## config.mk

```make
export PLATFORM = sky130hd
export DESIGN_NAME = utc_to_local_date_with_dst_top
export DESIGN_NICKNAME = d
export VERILOG_FILES = /design/src/rtl/core/utcl_pkg.sv /design/src/rtl/core/utcl_front.sv /design/src/rtl/core/utcl_date.sv /design/src/rtl/core/utcl_dst.sv /design/src/rtl/core/utc_to_local_date_with_dst_top.sv
export SDC_FILE = /design/constraint.sdc
export NUM_CORES = 1
export LEC_CHECK = 0
export ABC_AREA = 1
export BUFFER_PORTS_ARGS = -buffer_cell sky130_fd_sc_hd__buf_2
export CORE_AREA = 2 2 199 220
export CTS_BUF_LIST = sky130_fd_sc_hd__clkbuf_16
export DETAILED_ROUTE_END_ITERATION = 10
export DIE_AREA = 0 0 201 222
export GPL_TIMING_DRIVEN = 0
export SLEW_MARGIN = 10
export SYNTH_ARGS = -nofsm -noshare
export SYNTH_HDL_FRONTEND = slang
export SYNTH_SLANG_ARGS = --single-unit
```

## constraint.sdc

```tcl
create_clock -name i_clk -period 5.4 [get_ports i_clk]
set_input_delay 0.27 -clock i_clk [delete_from_list [all_inputs] [get_ports i_clk]]
set_output_delay 0.27 -clock i_clk [all_outputs]
set_load 0.05 [all_outputs]
```

## src/rtl/core/utcl_pkg.sv

```systemverilog
// types and constants shared by the utc to local date pipeline
package utcl_pkg;

    localparam int YEAR_W  = 14;
    localparam int MONTH_W = 4;
    localparam int DAY_W   = 5;
    localparam int HOUR_W  = 5;
    localparam int Q100_W  = 8;
    localparam int SUM_W   = 15;
    localparam int Q7_W    = 12;

    // reciprocal constants for division by 100 and by 7
    localparam int DIV100_MUL   = 10486;
    localparam int DIV100_SHIFT = 20;
    localparam int DIV7_MUL     = 18725;
    localparam int DIV7_SHIFT   = 17;

    localparam logic [MONTH_W-1:0] MONTH_JAN = 4'd1;
    localparam logic [MONTH_W-1:0] MONTH_MAR = 4'd3;
    localparam logic [MONTH_W-1:0] MONTH_OCT = 4'd10;
    localparam logic [MONTH_W-1:0] MONTH_DEC = 4'd12;
    localparam logic [HOUR_W-1:0]  DST_HOUR  = 5'd1;

    typedef struct packed {
        logic [YEAR_W-1:0]  utc_year;
        logic [MONTH_W-1:0] utc_month;
        logic [DAY_W-1:0]   utc_day;
        logic [HOUR_W-1:0]  utc_hour;
    } t_utc_word;

    typedef struct packed {
        logic [YEAR_W-1:0]  local_year;
        logic [MONTH_W-1:0] local_month;
        logic [DAY_W-1:0]   local_day;
        logic [HOUR_W-1:0]  local_hour;
        logic               summer_time;
    } t_local_word;

    typedef struct packed {
        logic               valid;
        logic [YEAR_W-1:0]  year;
        logic [MONTH_W-1:0] month;
        logic [DAY_W-1:0]   day;
        logic [HOUR_W-1:0]  hour;
        logic [HOUR_W-1:0]  hour_red;
        logic               carry;
        logic               leap;
        logic [SUM_W-1:0]   sum_mar;
        logic [SUM_W-1:0]   sum_oct;
    } t_s2;

    typedef struct packed {
        logic [YEAR_W-1:0]  year;
        logic [MONTH_W-1:0] month;
        logic [DAY_W-1:0]   day;
        logic [HOUR_W-1:0]  hour;
    } t_date;

endpackage

```

## src/rtl/core/utcl_front.sv

```systemverilog
// stages one and two: hour sum, year division by 100, leap year and weekday sums
module utcl_front (
    input  logic                i_clk,
    input  logic                i_rst_n,
    input  logic                i_valid,
    input  utcl_pkg::t_utc_word i_word,
    input  logic [4:0]          i_hour_offset,
    output utcl_pkg::t_s2       o_s2
);
    import utcl_pkg::*;

    logic                  r_v1;
    logic [YEAR_W-1:0]     r_y1;
    logic [MONTH_W-1:0]    r_m1;
    logic [DAY_W-1:0]      r_d1;
    logic [HOUR_W-1:0]     r_h1;
    logic [HOUR_W-1:0]     r_hr1;
    logic                  r_cy1;
    logic [Q100_W-1:0]     r_q1;

    logic [HOUR_W:0]       n_lh;
    logic [HOUR_W-1:0]     n_hr;
    logic [27:0]           n_prod;

    logic [YEAR_W-1:0]     n_r100;
    logic                  n_leap;
    logic [SUM_W-1:0]      n_sum;
    t_s2                   r_s2;
    t_s2                   n_s2;

    always_comb begin
        n_lh   = {1'b0, i_word.utc_hour} + {1'b0, i_hour_offset};
        n_prod = 28'(i_word.utc_year) * 28'(DIV100_MUL);
        if (n_lh >= 6'd48) begin
            n_hr = HOUR_W'(n_lh - 6'd48);
        end else if (n_lh >= 6'd24) begin
            n_hr = HOUR_W'(n_lh - 6'd24);
        end else begin
            n_hr = HOUR_W'(n_lh);
        end
    end

    always_ff @(posedge i_clk) begin
        if (!i_rst_n) begin
            r_v1 <= 1'b0;
        end else begin
            r_v1 <= i_valid;
        end
    end

    always_ff @(posedge i_clk) begin
        r_y1  <= i_word.utc_year;
        r_m1  <= i_word.utc_month;
        r_d1  <= i_word.utc_day;
        r_h1  <= i_word.utc_hour;
        r_hr1 <= n_hr;
        r_cy1 <= (n_lh > 6'd23);
        r_q1  <= n_prod[DIV100_SHIFT +: Q100_W];
    end

    always_comb begin
        n_r100 = r_y1 - YEAR_W'(r_q1) * YEAR_W'(100);
        n_leap = (r_y1[1:0] == 2'b00) && ((n_r100 != '0) || (r_q1[1:0] == 2'b00));
        n_sum  = SUM_W'(r_y1) + SUM_W'(r_y1 >> 2) - SUM_W'(r_q1) + SUM_W'(r_q1 >> 2);
        n_s2.valid    = r_v1;
        n_s2.year     = r_y1;
        n_s2.month    = r_m1;
        n_s2.day      = r_d1;
        n_s2.hour     = r_h1;
        n_s2.hour_red = r_hr1;
        n_s2.carry    = r_cy1;
        n_s2.leap     = n_leap;
        n_s2.sum_mar  = n_sum + SUM_W'(5);
        n_s2.sum_oct  = n_sum + SUM_W'(2);
    end

    always_ff @(posedge i_clk) begin
        if (!i_rst_n) begin
            r_s2 <= '0;
        end else begin
            r_s2 <= n_s2;
        end
    end

    assign o_s2 = r_s2;

endmodule

```

## src/rtl/core/utcl_date.sv

```systemverilog
// stage three: day, month and year carry
module utcl_date (
    input  logic            i_clk,
    input  utcl_pkg::t_s2   i_s2,
    output utcl_pkg::t_date o_date
);
    import utcl_pkg::*;

    logic [DAY_W:0]   n_len;
    logic [DAY_W:0]   n_dn;
    logic [MONTH_W:0] n_mn;
    t_date            n_date;
    t_date            r_date;

    always_comb begin
        unique case (i_s2.month)
            4'd1, 4'd3, 4'd5, 4'd7, 4'd8, 4'd10, 4'd12: n_len = 6'd31;
            4'd4, 4'd6, 4'd9, 4'd11:                   n_len = 6'd30;
            default:                                   n_len = i_s2.leap ? 6'd29 : 6'd28;
        endcase
        n_dn = {1'b0, i_s2.day} + 6'd1;
        n_mn = {1'b0, i_s2.month} + 5'd1;

        n_date.year  = i_s2.year;
        n_date.month = i_s2.month;
        n_date.day   = i_s2.day;
        n_date.hour  = i_s2.hour_red;
        if (i_s2.carry) begin
            if (n_dn > n_len) begin
                n_date.day = DAY_W'(1);
                if (n_mn > {1'b0, MONTH_DEC}) begin
                    n_date.month = MONTH_JAN;
                    n_date.year  = i_s2.year + YEAR_W'(1);
                end else begin
                    n_date.month = MONTH_W'(n_mn);
                end
            end else begin
                n_date.day = DAY_W'(n_dn);
            end
        end
    end

    always_ff @(posedge i_clk) begin
        r_date <= n_date;
    end

    assign o_date = r_date;

endmodule

```

## src/rtl/core/utcl_dst.sv

```systemverilog
// stage three and four: weekday of the last days of march and october, summer flag
module utcl_dst (
    input  logic          i_clk,
    input  utcl_pkg::t_s2 i_s2,
    output logic          o_summer
);
    import utcl_pkg::*;

    logic [29:0]        n_pm;
    logic [29:0]        n_po;
    logic [Q7_W-1:0]    r_qm;
    logic [Q7_W-1:0]    r_qo;
    logic [SUM_W-1:0]   r_sm;
    logic [SUM_W-1:0]   r_so;
    logic [MONTH_W-1:0] r_m;
    logic [DAY_W-1:0]   r_d;
    logic [HOUR_W-1:0]  r_h;

    logic [2:0]         n_wm;
    logic [2:0]         n_wo;
    logic [DAY_W-1:0]   n_lms;
    logic [DAY_W-1:0]   n_los;

    assign n_pm = 30'(i_s2.sum_mar) * 30'(DIV7_MUL);
    assign n_po = 30'(i_s2.sum_oct) * 30'(DIV7_MUL);

    always_ff @(posedge i_clk) begin
        r_qm <= n_pm[DIV7_SHIFT +: Q7_W];
        r_qo <= n_po[DIV7_SHIFT +: Q7_W];
        r_sm <= i_s2.sum_mar;
        r_so <= i_s2.sum_oct;
        r_m  <= i_s2.month;
        r_d  <= i_s2.day;
        r_h  <= i_s2.hour;
    end

    always_comb begin
        n_wm  = 3'(r_sm - SUM_W'(r_qm) * SUM_W'(7));
        n_wo  = 3'(r_so - SUM_W'(r_qo) * SUM_W'(7));
        n_lms = DAY_W'(31) - DAY_W'(n_wm);
        n_los = DAY_W'(31) - DAY_W'(n_wo);
        priority if (r_m < MONTH_MAR) begin
            o_summer = 1'b0;
        end else if (r_m == MONTH_MAR) begin
            o_summer = !((r_d < n_lms) || ((r_d == n_lms) && (r_h < DST_HOUR)));
        end else if (r_m < MONTH_OCT) begin
            o_summer = 1'b1;
        end else if (r_m == MONTH_OCT) begin
            o_summer = (r_d < n_los) || ((r_d == n_los) && (r_h < DST_HOUR));
        end else begin
            o_summer = 1'b0;
        end
    end

endmodule

```

## src/rtl/core/utc_to_local_date_with_dst_top.sv

```systemverilog
// top level: utc date and hour to local date with eu summer time flag
//
//  channel  | handshake          | payload
//  ---------+--------------------+--------------------------
//  input    | start / busy       | i_word  (t_utc_word)
//  result   | o_strobe           | o_word  (t_local_word)
//  config   | i_cfg_we           | i_cfg_data (hour offset)
//
//  one word per cycle, result strobed from the output register of the last stage
//  four register stages: hour and divide by 100, leap and sums,
//  date carry and divide by 7, weekday compare and output register
//  busy stays low; the receiver cannot stall, so the pipe never holds
//  synchronous reset clears the valid bits and the hour offset
module utc_to_local_date_with_dst_top (
    input  logic                  i_clk,
    input  logic                  i_rst_n,
    input  logic                  start,
    output logic                  busy,
    input  utcl_pkg::t_utc_word   i_word,
    input  logic                  i_cfg_we,
    input  logic [4:0]            i_cfg_data,
    output logic                  o_strobe,
    output utcl_pkg::t_local_word o_word
);
    import utcl_pkg::*;

    logic        r_offset;
    logic [4:0]  r_hour_offset;
    t_s2         s2;
    t_date       date3;
    logic        summer3;
    logic        r_v3;
    logic        r_v4;
    t_local_word r_word;

    always_ff @(posedge i_clk) begin
        if (!i_rst_n) begin
            r_hour_offset <= 5'd0;
        end else if (i_cfg_we) begin
            r_hour_offset <= i_cfg_data;
        end
    end

    assign r_offset = 1'b0;
    assign busy     = r_offset;

    utcl_front u_front (
        .i_clk         (i_clk),
        .i_rst_n       (i_rst_n),
        .i_valid       (start && !busy),
        .i_word        (i_word),
        .i_hour_offset (r_hour_offset),
        .o_s2          (s2)
    );

    utcl_date u_date (
        .i_clk  (i_clk),
        .i_s2   (s2),
        .o_date (date3)
    );

    utcl_dst u_dst (
        .i_clk    (i_clk),
        .i_s2     (s2),
        .o_summer (summer3)
    );

    always_ff @(posedge i_clk) begin
        if (!i_rst_n) begin
            r_v3 <= 1'b0;
            r_v4 <= 1'b0;
        end else begin
            r_v3 <= s2.valid;
            r_v4 <= r_v3;
        end
    end

    always_ff @(posedge i_clk) begin
        r_word.local_year  <= date3.year;
        r_word.local_month <= date3.month;
        r_word.local_day   <= date3.day;
        r_word.local_hour  <= date3.hour;
        r_word.summer_time <= summer3;
    end

    assign o_strobe = r_v4;
    assign o_word   = r_word;

endmodule

```

==> flow_summary.ini <==
[clock_network]
cts.path.max_buffers = 2
cts_max_level = 4
root_buffer = clkbuf_16
worst_skew_pair.late_latency_ns = 0.44
cts_buffers = 17
cts_sinks = 199
ctsResizeCount = 0
cts_tree = done
clk_pin_slew_worst_paths_ns = 0.07

[detailed_routing]
via_per_inst = 4.67
vias = 12218
wl_per_cell_um = 13.6
drtIter0Drc = 484
postRouteAntennaNets = 0
routed_wl_mm = 35.7
dr.pass1.iters = 5
drc = 0

[logic_synthesis]
synth_fa_ha_area_frac = 0.411
yosysTopAreaCell = ha_1
synth_flop_cell = dfxtp_1
synth-xor-area-share = 0.0396
avgSynthCellArea_um2 = 8.64
synthDistinctLibCells = 47
synth_nets = 2444
synthSimpleGateAreaFrac = 0.142
ys_seq_area_frac = 0.238
synth.area.mux_share = 0.000597
synth-edff-count = 0
synth_top_family_by_area = adder cells
syn-cell-area_um2 = 16800
yosysTopAreaCellShare = 0.243
synth_compound_area_frac = 0.0618
yosysWarnings = 0
async_flop_share = 0
syn_inst = 1941
yosys-top-cells-area = ha_1 (24%), dfxtp_1 (24%), fa_1 (17%)
ys_seq_elements = 199

[place]
dp.cells = 2573
gp_congestion = 0.896
numPortBuffers = 65
hpwl_mm = 30.5
placed_cell_area_um2 = 17800

[cells_and_area]
register_area_um2 = 3980
syn2layout_area_growth_pct = 10.7
layout_commonest_cell = inv_1
drive_above_1_share = 0.0663
fin_area_um2 = 18600
mostFrequentLayoutCells = inv_1 (466), ha_1 (325), nand2_1 (290)
fill_cells = 4167
fin_util = 0.440
fin_nets = 2540
multi_input_area_um2 = 11000
fin_cells = 2618

[sta]
fin_crit_ns = 4.43
skew_ns = 0.0172
max_freq_ghz = 0.226
worst_slew_margin_rel = 0.636
final_max_slew_viol_count = 0
setup_tns_ns = 0
worstMarginPinSlew_ns = 0.546
final_hold_viol_count = 0
finalCritPeriodShare = 0.821
rsz0062_at_grt = false
finalSetupViolations = 0

[floorplanning]
core_area_um2 = 42200
die_x_um = 201
ios = 68
num_rows = 79
start_util = 0.397
die_h_um = 222
die_area_um2 = 44600

[grt]
grt_use_total = 0.167
grt_pass1_wl_mm = 60.7
grt_start_max_net_pins = 21
grt_pass1_vias = 12697
grt-ovfl-total = 0
antenna_found_initial = 2

[setup_path]
crit-reg2reg-launch = u_front.o_s2[10]
worst_setup_path_start_kind = flop
critPathKind = flop to flop
worstPathMaxFanout = 4
reg2reg_depth = 17
reg2reg_to = u_dst.r_qo[1]
r2r_slack_ns = 0.97
cp-end-kind = flop
arrival_ns = 4.74
worstPathRequired_ns = 5.71

[hold_path]
hold_end = u_front.r_h1[4]
min_from = i_word[4]
hold_path.class = primary input to flop
worstHoldPathCells = 1

[job]
drv_cap = 0

[outcome]
outcome = completed
metrics by stage:
step | hold WS [ns] | setup WS [ns]
global placement | 0.311 | 0.877
floorplan | 0.298 | 1.38
global route | 0.00310 | 0.766
detailed placement | 0.312 | 0.851
finish | 0.0148 | 0.967
CTS | 0.00183 | 1.01
routing by layer:
| metal | global-route usage | routed length, µm | up-vias | share of wire |
|---|---|---|---|---|
| li1 | - | - | 6296 | - |
| met1 | 0.206 | 16300 | 5724 | 0.46 |
| met2 | 0.300 | 17600 | 149 | 0.49 |
| met3 | 0.0182 | 756 | 47 | 0.021 |
| met4 | 0.0607 | 993 | 2 | 0.028 |
| met5 | 0 | 13 | - | 0.00036 |
critical path, cell delays in order (launching register included):
cell     delay [ns]
dfxtp_1        0.47
ha_1           0.28
ha_1           0.28
ha_1           0.30
fa_1           0.48
inv_1          0.05
fa_1           0.53
inv_1          0.05
fa_1           0.48
ha_1           0.36
a21oi_1        0.28
nand2_1        0.10
a21oi_1        0.13
nor2_1         0.07
nor3_1         0.21
nand2_1        0.08
nand2_1        0.06
nand2_1        0.09
cell usage after synthesis, drive strengths merged (2+ instances only):
master and number:
inv 468, ha 325, nand2 305, dfxtp 199
fa 141, nor2 91, a21oi 86, nand3 70
o21ai 62, xor2 41, xnor2 33, nand4 31
nor3 24, clkbuf 8, a31oi 7, o21bai 6
a21o 5, o211ai 5, nand3b 4, nor4 4
o21a 4, o31ai 4, a211oi 3, and2 2
buf 2, or2 2
how the worst max path moves through the flow:
stage	start	endpoint	slack [ns]	depth (start not counted)
floorplan	u_front.o_s2[25]	u_dst.r_qm[1]	1.38	17
global placement	i_word[24]	u_front.r_q1[7]	0.88	17
detailed placement	i_word[23]	u_front.r_q1[7]	0.85	17
CTS	u_front.o_s2[25]	u_dst.r_qm[1]	1.01	17
global route	u_front.o_s2[10]	u_dst.r_qo[1]	0.77	17
finish	u_front.o_s2[10]	u_dst.r_qo[1]	0.97	17
cell families (layout without fill, tap and decap cells):
kind of cell | after synthesis | in the layout
and+or+nand+nor | 534 | 534
buffers and inverters | 478 | 587
adders and majority gates | 466 | 466
DFF | 199 | 199
AOI/OAI and AO/OA | 188 | 188
xor gates and xnor gates | 74 | 74
other | 1 | 2
muxes | 1 | 1
layout make-up:
class | count | share of cell area
Clock inverter | 15 | 0.0113
Clock buffer | 17 | 0.0229
Multi-Input combinational cell | 1264 | 0.591
Inverter | 468 | 0.0947
Sequential cell | 199 | 0.215
Tap cell | 567 | 0.0382
Antenna cell | 1 | 0.000135
Buffer | 10 | 0.00263
Timing Repair Buffer | 77 | 0.0240
timing repair:
item / CTS / global route
hold endpoints to repair: 12 / 0
hold buffers: 12 / 0
buffers inserted: 0 / 0
state kept, by name, summed over array words and instances (netlist names), 3 cells and up:
name and cells:
u_dst.r_qm 3, r_hour_offset 5, u_front.r_y1 14, o_word 29, u_front.r_m1 4, u_dst.r_h 5
u_front.r_h1 5, u_front.o_s2 66, u_dst.r_m 4, u_front.r_hr1 5, u_dst.r_so 3, u_date.o_date 28
u_dst.r_sm 3, u_front.r_q1 8, u_dst.r_d 5, u_front.r_d1 5, u_dst.r_qo 3
Power is left out: the tool's default activity adds up to more than one toggle a clock period on the data nets, which glitch-free logic cannot reach.
